[src/rtl/xtea_pkg.sv]
`timescale 1ns / 1ps
// ----------------------------------------------------------------------------
// xtea_pkg
// Shared constants, types and per-stage schedule for the XTEA pipeline.
// ----------------------------------------------------------------------------
package xtea_pkg;

  localparam int unsigned ROUNDS     = 32;
  localparam int unsigned STAGES     = 2 * ROUNDS;   // one half-round per stage
  localparam int unsigned WORD_W     = 32;
  localparam int unsigned KEY_WORDS  = 4;
  localparam int unsigned KEY_IDX_W  = $clog2(KEY_WORDS);
  localparam logic [WORD_W-1:0] DELTA = 32'h9e37_79b9;

  typedef logic [WORD_W-1:0] word_t;
  typedef logic [KEY_IDX_W-1:0] key_idx_t;
  typedef word_t [KEY_WORDS-1:0] key_set_t;

  // configuration register indexes
  localparam key_idx_t KEY_A_IDX = 2'd0;
  localparam key_idx_t KEY_B_IDX = 2'd1;
  localparam key_idx_t KEY_C_IDX = 2'd2;
  localparam key_idx_t KEY_D_IDX = 2'd3;

  // op codes
  localparam logic OP_ENC = 1'b0;
  localparam logic OP_DEC = 1'b1;

  // one pipeline beat
  typedef struct packed {
    logic  valid;
    logic  op;
    word_t w0;
    word_t w1;
  } beat_t;

  // constant schedule of one stage
  typedef struct packed {
    logic  half;
    word_t enc_sum;
    word_t dec_sum;
  } stage_cfg_t;

  function automatic stage_cfg_t stage_cfg(input int unsigned s);
    int unsigned  r;
    int unsigned  h;
    logic [63:0]  prod;
    stage_cfg_t   c;
    r = s >> 1;
    h = s & 1;
    c.half = h[0];
    prod = 64'(r + h) * 64'(DELTA);
    c.enc_sum = prod[WORD_W-1:0];
    prod = 64'(ROUNDS - r - h) * 64'(DELTA);
    c.dec_sum = prod[WORD_W-1:0];
    return c;
  endfunction

endpackage

[src/rtl/xtea_stage.sv]
`timescale 1ns / 1ps
// ----------------------------------------------------------------------------
// xtea_stage
// One registered XTEA half-round; direction and word roles follow op.
// ----------------------------------------------------------------------------
module xtea_stage import xtea_pkg::*; (
  input  logic       clk,
  input  logic       rst_n,
  input  stage_cfg_t cfg,
  input  key_set_t   key,
  input  beat_t      in_beat,
  output beat_t      out_beat
);

  beat_t    beat_r;
  beat_t    beat_nxt;
  logic     src_is_w0;
  word_t    src;
  word_t    tgt;
  word_t    sum;
  key_idx_t sel;
  word_t    key_add;
  word_t    mix;
  word_t    f;
  word_t    upd;

  always_comb begin
    // encrypt: half 0 updates w0 from w1; decrypt: half 0 updates w1 from w0
    src_is_w0 = in_beat.op ^ cfg.half;
    src       = src_is_w0 ? in_beat.w0 : in_beat.w1;
    tgt       = src_is_w0 ? in_beat.w1 : in_beat.w0;
    sum       = (in_beat.op == OP_DEC) ? cfg.dec_sum : cfg.enc_sum;
    sel       = (in_beat.op == cfg.half) ? sum[1:0] : sum[12:11];
    key_add   = sum + key[sel];
    mix       = ((src << 4) ^ (src >> 5)) + src;
    f         = mix ^ key_add;
    upd       = (in_beat.op == OP_DEC) ? (tgt - f) : (tgt + f);

    beat_nxt  = in_beat;
    if (src_is_w0) begin
      beat_nxt.w1 = upd;
    end else begin
      beat_nxt.w0 = upd;
    end
  end

  always_ff @(posedge clk) begin
    if (!rst_n) begin
      beat_r.valid <= 1'b0;
    end else begin
      beat_r.valid <= in_beat.valid;
    end
    if (in_beat.valid) begin
      beat_r.op <= beat_nxt.op;
      beat_r.w0 <= beat_nxt.w0;
      beat_r.w1 <= beat_nxt.w1;
    end
  end

  assign out_beat = beat_r;

endmodule

[config.mk]
export PLATFORM = sky130hd
export DESIGN_NAME = xtea_stage
export DESIGN_NICKNAME = d
export VERILOG_FILES = /design/src/rtl/xtea_pkg.sv /design/src/rtl/xtea_stage.sv
export SDC_FILE = /design/constraint.sdc
export NUM_CORES = 1
export LEC_CHECK = 0
export BUFFER_PORTS_ARGS = -buffer_cell sky130_fd_sc_hd__buf_2
export CORE_ASPECT_RATIO = 1.4
export CORE_UTILIZATION = 50
export CTS_BUF_LIST = sky130_fd_sc_hd__clkbuf_4
export DETAILED_ROUTE_END_ITERATION = 12
export PLACE_DENSITY = 0.87
export SYNTH_ARGS = -nofsm -noshare
export SYNTH_HDL_FRONTEND = slang
export SYNTH_SLANG_ARGS = --single-unit
[constraint.sdc]
create_clock -name clk -period 16.5 [get_ports clk]
set_input_delay 2.475 -clock clk [delete_from_list [all_inputs] [get_ports clk]]
set_output_delay 2.475 -clock clk [all_outputs]
set_load 0.01 [all_outputs]
Yosys cells after proc, flatten, opt, wreduce, memory -nomap -nowiden
Cells that the tools add are included.

Register bits: 66. Word-level logic and storage cells: 22. Output and inout port bits: 66.

Equal/unequal tests: 1. Add/subtract/negate cells: 4. Muxes and demuxes: 9. Bitwise gates (word level): 3. Magnitude comparators: 1.

Operators by type and width (count): 32-bit two-way mux (7); 32-bit adder (3); 32-bit binary-select mux with 2-bit select (1); 32-bit subtractor (1); 32-bit by 27-bit bitwise XOR with 32-bit output (1); 32-bit bitwise XOR (1); 2-bit by 3-bit less-than comparator with 1-bit output, second input constant (1); 2-bit two-way mux (1); 1-bit == test (1); 1-bit bitwise XOR (1).

Longest topological paths before layout
Gate-level depths: netlist of the first run.

Depth after elaboration: 9. Gate-level depth with buffers: 34. Mapped depth without buffers: 30.

Worst setup path after synthesis of the first run
OpenSTA, ideal clock, no wires.

Path kind: input -> register. From: input port in_beat[64] (netlist name). To: register beat_r, in the netlist out_beat[63], data pin. Data arrival time: 9.640 ns. Cell stages on the path: 29. Setup slack: 6.593 ns. Buffers on the path: 3. Required time: 16.233 ns. Setup time: 0.267 ns. Cell sequence: buf_2 -> mux2_2 -> mux2i_1 -> clkbuf_1 -> mux4_2 -> ha_1 -> nor2b_1 -> o211ai_1 -> o2bb2ai_1 -> o21a_1 -> xnor3_1 -> nand4bb_1 -> nor4_2 -> and4_1 -> nor3b_2 -> a21oi_1 -> xnor2_1 -> ha_1 -> clkbuf_1 -> a21o_1 -> a2111oi_0 -> a21oi_1 -> a32o_1 -> o2111a_1 -> nor3_1 -> xnor2_1 -> a31o_2 -> a21oi_2 -> o31ai_2.

RTL lines: start: declaration (line xtea_stage.sv:11) `input beat_t in_beat,`; end: declaration (line xtea_stage.sv:15) `beat_t beat_r;`.

==> summary.md, run 1 <==
| Metric | Value |
|---|---|
| Final Hold Fails | 0 |
| Largest register FFs | 66 |
| Synth Flop Type | edfxtp_1 |
| CTS max path bufs | 2 |
| Final period utilization | 0.6698 |
| Mapped cell area | 10500 um2 |
| Unique masters post-synth | 81 |
| Delay-heaviest family, CP | compound AO/OA/AOI/OAI gates |
| Antenna violations before repair | 6 |
| Crit path buf inv count | 4 |
| Cts repair resizes | 0 |
| P per Cell Area | between 150 and 200 nW/um2 |
| Total wire length | 31570 um |
| Synth area leader | edfxtp_1 |
| Final setup TNS | 0 ns |
| Net Count, Synth | 1639 |
| Clock root cell | clkbuf_4 |
| Synth Area per Inst | 8.213 um2 |
| Hold Path Class | primary input to register |
| Initial Util | 0.5110 |
| CTS Hold Bufs | 0 |
| Layout cells sized above 1 | 0.2754 |
| FP Rows | 62 |
| Pre-Repair DR Iteration Count | 7 |
| Total core area | 20560 um2 |
| Die area | between 20000 and 25000 um2 |
| CP Data Required Time | between 15 and 20 ns |
| # nets final | 1931 |
| Max-slew headroom | 0.4371 |
| Worst Path Arrival | around 11 ns |
| Max-cap violation count | 0 |
| Post-synth top cells | nand2_1, xnor2_1, o21ai_0 |
| Crit Path Class | primary input to register |
| CTS buffer count | 9 |
| Synth async-reset ratio | 0 |
| Horiz. Die Dim | approximately 120 um |
| CTS clk-pin slew, worst paths | 0.11 ns |
| Post-synthesis sequential area ratio | 0.1877 |
| IO Pins | 327 |
| Largest net degree at the start of global routing | just under 100 |
| Worst VDD drop | roughly 0.067 mV |
| Vias in the first global route | 10460 |
| Post-CTS Setup Bufs | 0 |
| Sink Count | 66 |
| CP max stage cell | buf_4 |
| Slowest stage delay, CP | 0.56 ns |
| Grt total ovfl | 0 |
| Pwr Total | 2415 uW |
| Yosys warnings | 0 |
| Top cell type's share of synthesized area | 0.1858 |
| CP endpoint kind | register |
| Post-DRT Antenna Nets | 0 |
| Wire per inst | 17.18 um |
| Detailed Place HPWL | 26540 um |
| Post-synth EDFFs | 65 |
| Area growth from synthesis to layout | 19.03% |
| Post-Syn Instances | 1279 |
| Leak pwr | 0.005685 uW |
| Crit path launch type | primary input |
| Fillers | 1858 |
| DR vias | 10890 |
| Highest achievable clock rate | approximately 90 MHz |
| Slew Limit Fails | 0 |
| Setup-failing EPs final | 0 |
| RSZ-0062 raised after global routing | no |
| Largest cells by area after synthesis | edfxtp_1, ha_1, xnor2_1 |
| GRT Total Usage | 0.2855 |
| Final Critical Period | 11.05 ns |
| PortBufs | between 300 and 400 |
| CTS tree | done |
| Detailed Route Iter0 Violations | 741 |
| Register area | roughly 2000 um2 |
| First-pass GRT wire length | 50070 um |
| Worst-Margin Slew | 0.8444 ns |
| DRC Markers | 0 |
| Vias per inst | just under 6 |
| Crit-path max FO | 43 |
| CTS H-tree depth | 3 |
| Yosys reg bits | 66 |
| Count leader, synth | nand2_1 |
| Placer congestion estimate | between 0.9 and 1 |
| Footprint of the multi-input gates | 8243 um2 |
| Chip Height | about 170 um |
| Result of the run | completed |
==> power by group <==
group	internal (uW)	switching, uW	total (uW)
sequential	319	18.5	338
clock	59.6	60.3	120
combinational	820	1140	1960
total	1200	1220	2410
==> layout by cell type (no fill, tap or decap), types with 13 or more instances in the layout <==
cell type / n
a21oi_1: 85
nor2b_1: 13
nand4_1: 14
nand2_1: 241
nand3_1: 14
nor2_1: 63
a21o_1: 30
a31oi_1: 19
xor2_1: 48
and2_1: 16
o21a_1: 19
o21ai_0: 104
inv_1: 34
ha_1: 96
nor3_1: 20
buf_2: 326
a211oi_1: 17
xnor2_1: 111
edfxtp_1: 65
mux2_2: 32
mux4_2: 31
==> metrics by stage <==
stage          utilization  worst slack (ns)  area, um2  cells  hold WS [ns]
2_1_floorplan            -             6.593      10500   1279         2.574
3_3_place_gp        0.6002             5.359      12340   1816         2.686
3_5_place_dp        0.6002             5.128      12340   1816         2.701
4_1_cts             0.6076             5.599      12490   1832         2.230
5_1_grt             0.6082             4.900      12500   1837         2.238
6_report            0.6082             5.448      12500   1837         2.253
==> worst paths after layout <==
check / startpoint / end / slack [ns] / cells after the start
setup / recovery: in_beat[64] / out_beat[63] / 5.45 / 31
hold / removal: rst_n / out_beat[65] / 2.25 / 2
==> routing by layer <==
metal | routed length (um) | track usage | part of all wire
met1 | 12630 | 0.3392 | 0.40
met5 | 7 | 0 | 0.00022
met2 | 15560 | 0.4993 | 0.49
met4 | 1589 | 0.1627 | 0.050
met3 | 1775 | 0.02840 | 0.056
==> logic make-up (layout without fill, tap and decap cells) <==
logic type	count (synthesis)	count (layout)	synth area share
buffers and inverters	85	382	0.03240
XOR/XNOR	165	165	0.1429
AO/OA/AOI/OAI	364	364	0.2241
adder cells (fa/ha/maj)	99	99	0.1201
other	0	5	0
flip-flops	66	66	0.1877
multiplexers	71	71	0.1084
AND/OR/NAND/NOR	429	429	0.1844
==> area by class of cell <==
class / count / share of cell area
diodes: 5 / 0.001001
clock buffers: 9 / 0.005404
clock inverters: 7 / 0.006705
inverters: 34 / 0.01021
multi-input cells: 1128 / 0.6593
flip-flops and latches: 66 / 0.1577
well taps: 256 / 0.02562
repair buffers: 332 / 0.1341
No activity file was read; power rests on OpenSTA's default activity.
==> inputs of run 2 (changes only) <==
--- a/config.mk
+++ b/config.mk
@@ -7,10 +7,10 @@
 export LEC_CHECK = 0
 export BUFFER_PORTS_ARGS = -buffer_cell sky130_fd_sc_hd__buf_2
 export CORE_ASPECT_RATIO = 1.4
-export CORE_UTILIZATION = 50
+export CORE_UTILIZATION = 49
 export CTS_BUF_LIST = sky130_fd_sc_hd__clkbuf_4
 export DETAILED_ROUTE_END_ITERATION = 12
-export PLACE_DENSITY = 0.87
+export PLACE_DENSITY = 0.89
 export SYNTH_ARGS = -nofsm -noshare
 export SYNTH_HDL_FRONTEND = slang
 export SYNTH_SLANG_ARGS = --single-unit
==> constraint.sdc (replaced) <==
create_clock -name clk -period 9.5 [get_ports clk]
set_input_delay 1.425 -clock clk [delete_from_list [all_inputs] [get_ports clk]]
set_output_delay 1.425 -clock clk [all_outputs]
set_load 0.01 [all_outputs]
==> summary.md, run 2 (synthesis gave the netlist of run 1 again) <==
| Metric | Value |
|---|---|
| Total wire length | roughly 33000 um |
| Slew Limit Fails | 0 |
| CTS buffer count | 9 |
| P per Cell Area | 335.6 nW/um2 |
| PortBufs | 326 |
| Delay-heaviest family, CP | compound AO/OA/AOI/OAI gates |
| Worst-Margin Slew | just over 0.8 ns |
| DR vias | 11010 |
| Hold Path Class | primary input to register |
| First-pass GRT wire length | 50800 um |
| CTS Hold Bufs | 0 |
| Slowest stage delay, CP | about 0.50 ns |
| Cts repair resizes | 0 |
| Final setup TNS | 0 ns |
| CTS tree | done |
| Largest register FFs | 66 |
| Most frequent cells in the layout | buf_2, nand2_1, xnor2_1 |
| Grt total ovfl | 0 |
| # nets final | 1943 |
| Crit path launch type | primary input |
| IO Pins | 327 |
| Post-Place Cells | 1832 |
| CTS clk-pin slew, worst paths | 0.14 ns |
| Fin cells | 1852 |
| CP Data Required Time | 9.69 ns |
| Crit-path max FO | 56 |
| Register area | about 2000 um2 |
| Horiz. Die Dim | 125.7 um |
| Worst Path Arrival | 9.01 ns |
| Vias in the first global route | 10610 |
| Initial Util | 0.4972 |
| Crit path buf inv count | 3 |
| Crit Path Class | primary input to register |
| CTS H-tree depth | 3 |
| RSZ-0062 raised after global routing | no |
| Footprint of the multi-input gates | between 8000 and 9000 um2 |
| Sink Count | 66 |
| Max-slew headroom | 0.4614 |
| Commonest non-fill, non-tap cell in the layout | buf_2 |
| Fillers | roughly 1900 |
| Worst VDD drop | 0.1584 mV |
| Final Hold Fails | 0 |
| Placer congestion estimate | ~0.94 |
| Post-CTS Setup Bufs | 0 |
| Die area | 22030 um2 |
| Setup-failing EPs final | 0 |
| Crit-path most repeated cell | xnor2_1 |
| Antenna violations before repair | 4 |
| Largest net degree at the start of global routing | 67 |
| GRT Total Usage | 0.2878 |
| Wire per inst | between 15 and 20 um |
| Layout cells sized above 1 | 0.2821 |
| Result of the run | completed |
| DRC Markers | 0 |
| Detailed Route Iter0 Violations | 739 |
| CP endpoint kind | register |
| Clock root cell | clkbuf_4 |
| FP Rows | 63 |
| Final Critical Period | 8.820 ns |
| Detailed Place HPWL | 27690 um |
| CP max stage cell | buf_4 |
| Final period utilization | 0.9284 |
| Area growth from synthesis to layout | 19.79% |
| Chip Height | around 180 um |
| Leak pwr | 0.005740 uW |
| Post-DRT Antenna Nets | 0 |
| Total core area | 21130 um2 |
| CTS max path bufs | 2 |
| Max-cap violation count | 0 |
| Vias per inst | 5.947 |
| Pre-Repair DR Iteration Count | 5 |
| Highest achievable clock rate | 113.4 MHz |
[run 2: stage by stage]
| stage | total power (uW) | setup slack, ns | util | hold WS [ns] | area [um2] |
|---|---|---|---|---|---|
| 6_report | 4223 | 0.6801 | 0.5956 | 1.205 | 12580 |
| 5_1_grt | 4586 | 0.1510 | 0.5956 | 1.192 | 12580 |
| 4_1_cts | 4177 | 0.8044 | 0.5951 | 1.187 | 12570 |
| 3_5_place_dp | 3979 | 0.3470 | 0.5886 | 1.636 | 12430 |
| 3_3_place_gp | 3901 | 0.4587 | 0.5886 | 1.630 | 12430 |
| 2_1_floorplan | 3156 | 0.6431 | - | 1.524 | 10500 |
[run 2: per-layer routing]
metal  part of all wire  routed length [um]  track usage  vias up
met5                  0                   0            0        -
met4              0.037                1215       0.1285        0
met3              0.054                1759      0.02909       85
met2               0.51               16600       0.5319      492
met1               0.40               13120       0.3331     5115
li1                   -                   -            -     5322
[run 2: layout make-up]
class	instances	share of cell area
flip-flops and latches	66	0.1567
diodes	4	0.0007955
repair buffers	344	0.1404
multi-input cells	1128	0.6551
inverters	34	0.01014
clock inverters	5	0.004375
clock buffers	11	0.006563
well taps	260	0.02586
[run 2: path summary, 6_finish.rpt]
check	to	startpoint	cells after the start	slack [ns]
max	out_beat[63]	cfg[64]	30	0.68
min	out_beat[65]	rst_n	2	1.20
[run 2: report_power, final]
| part | internal (uW) | switching, uW |
|---|---|---|
| clock | 85.4 | 104 |
| sequential | 555 | 34.6 |
| combinational | 1430 | 2010 |
| total | 2070 | 2150 |
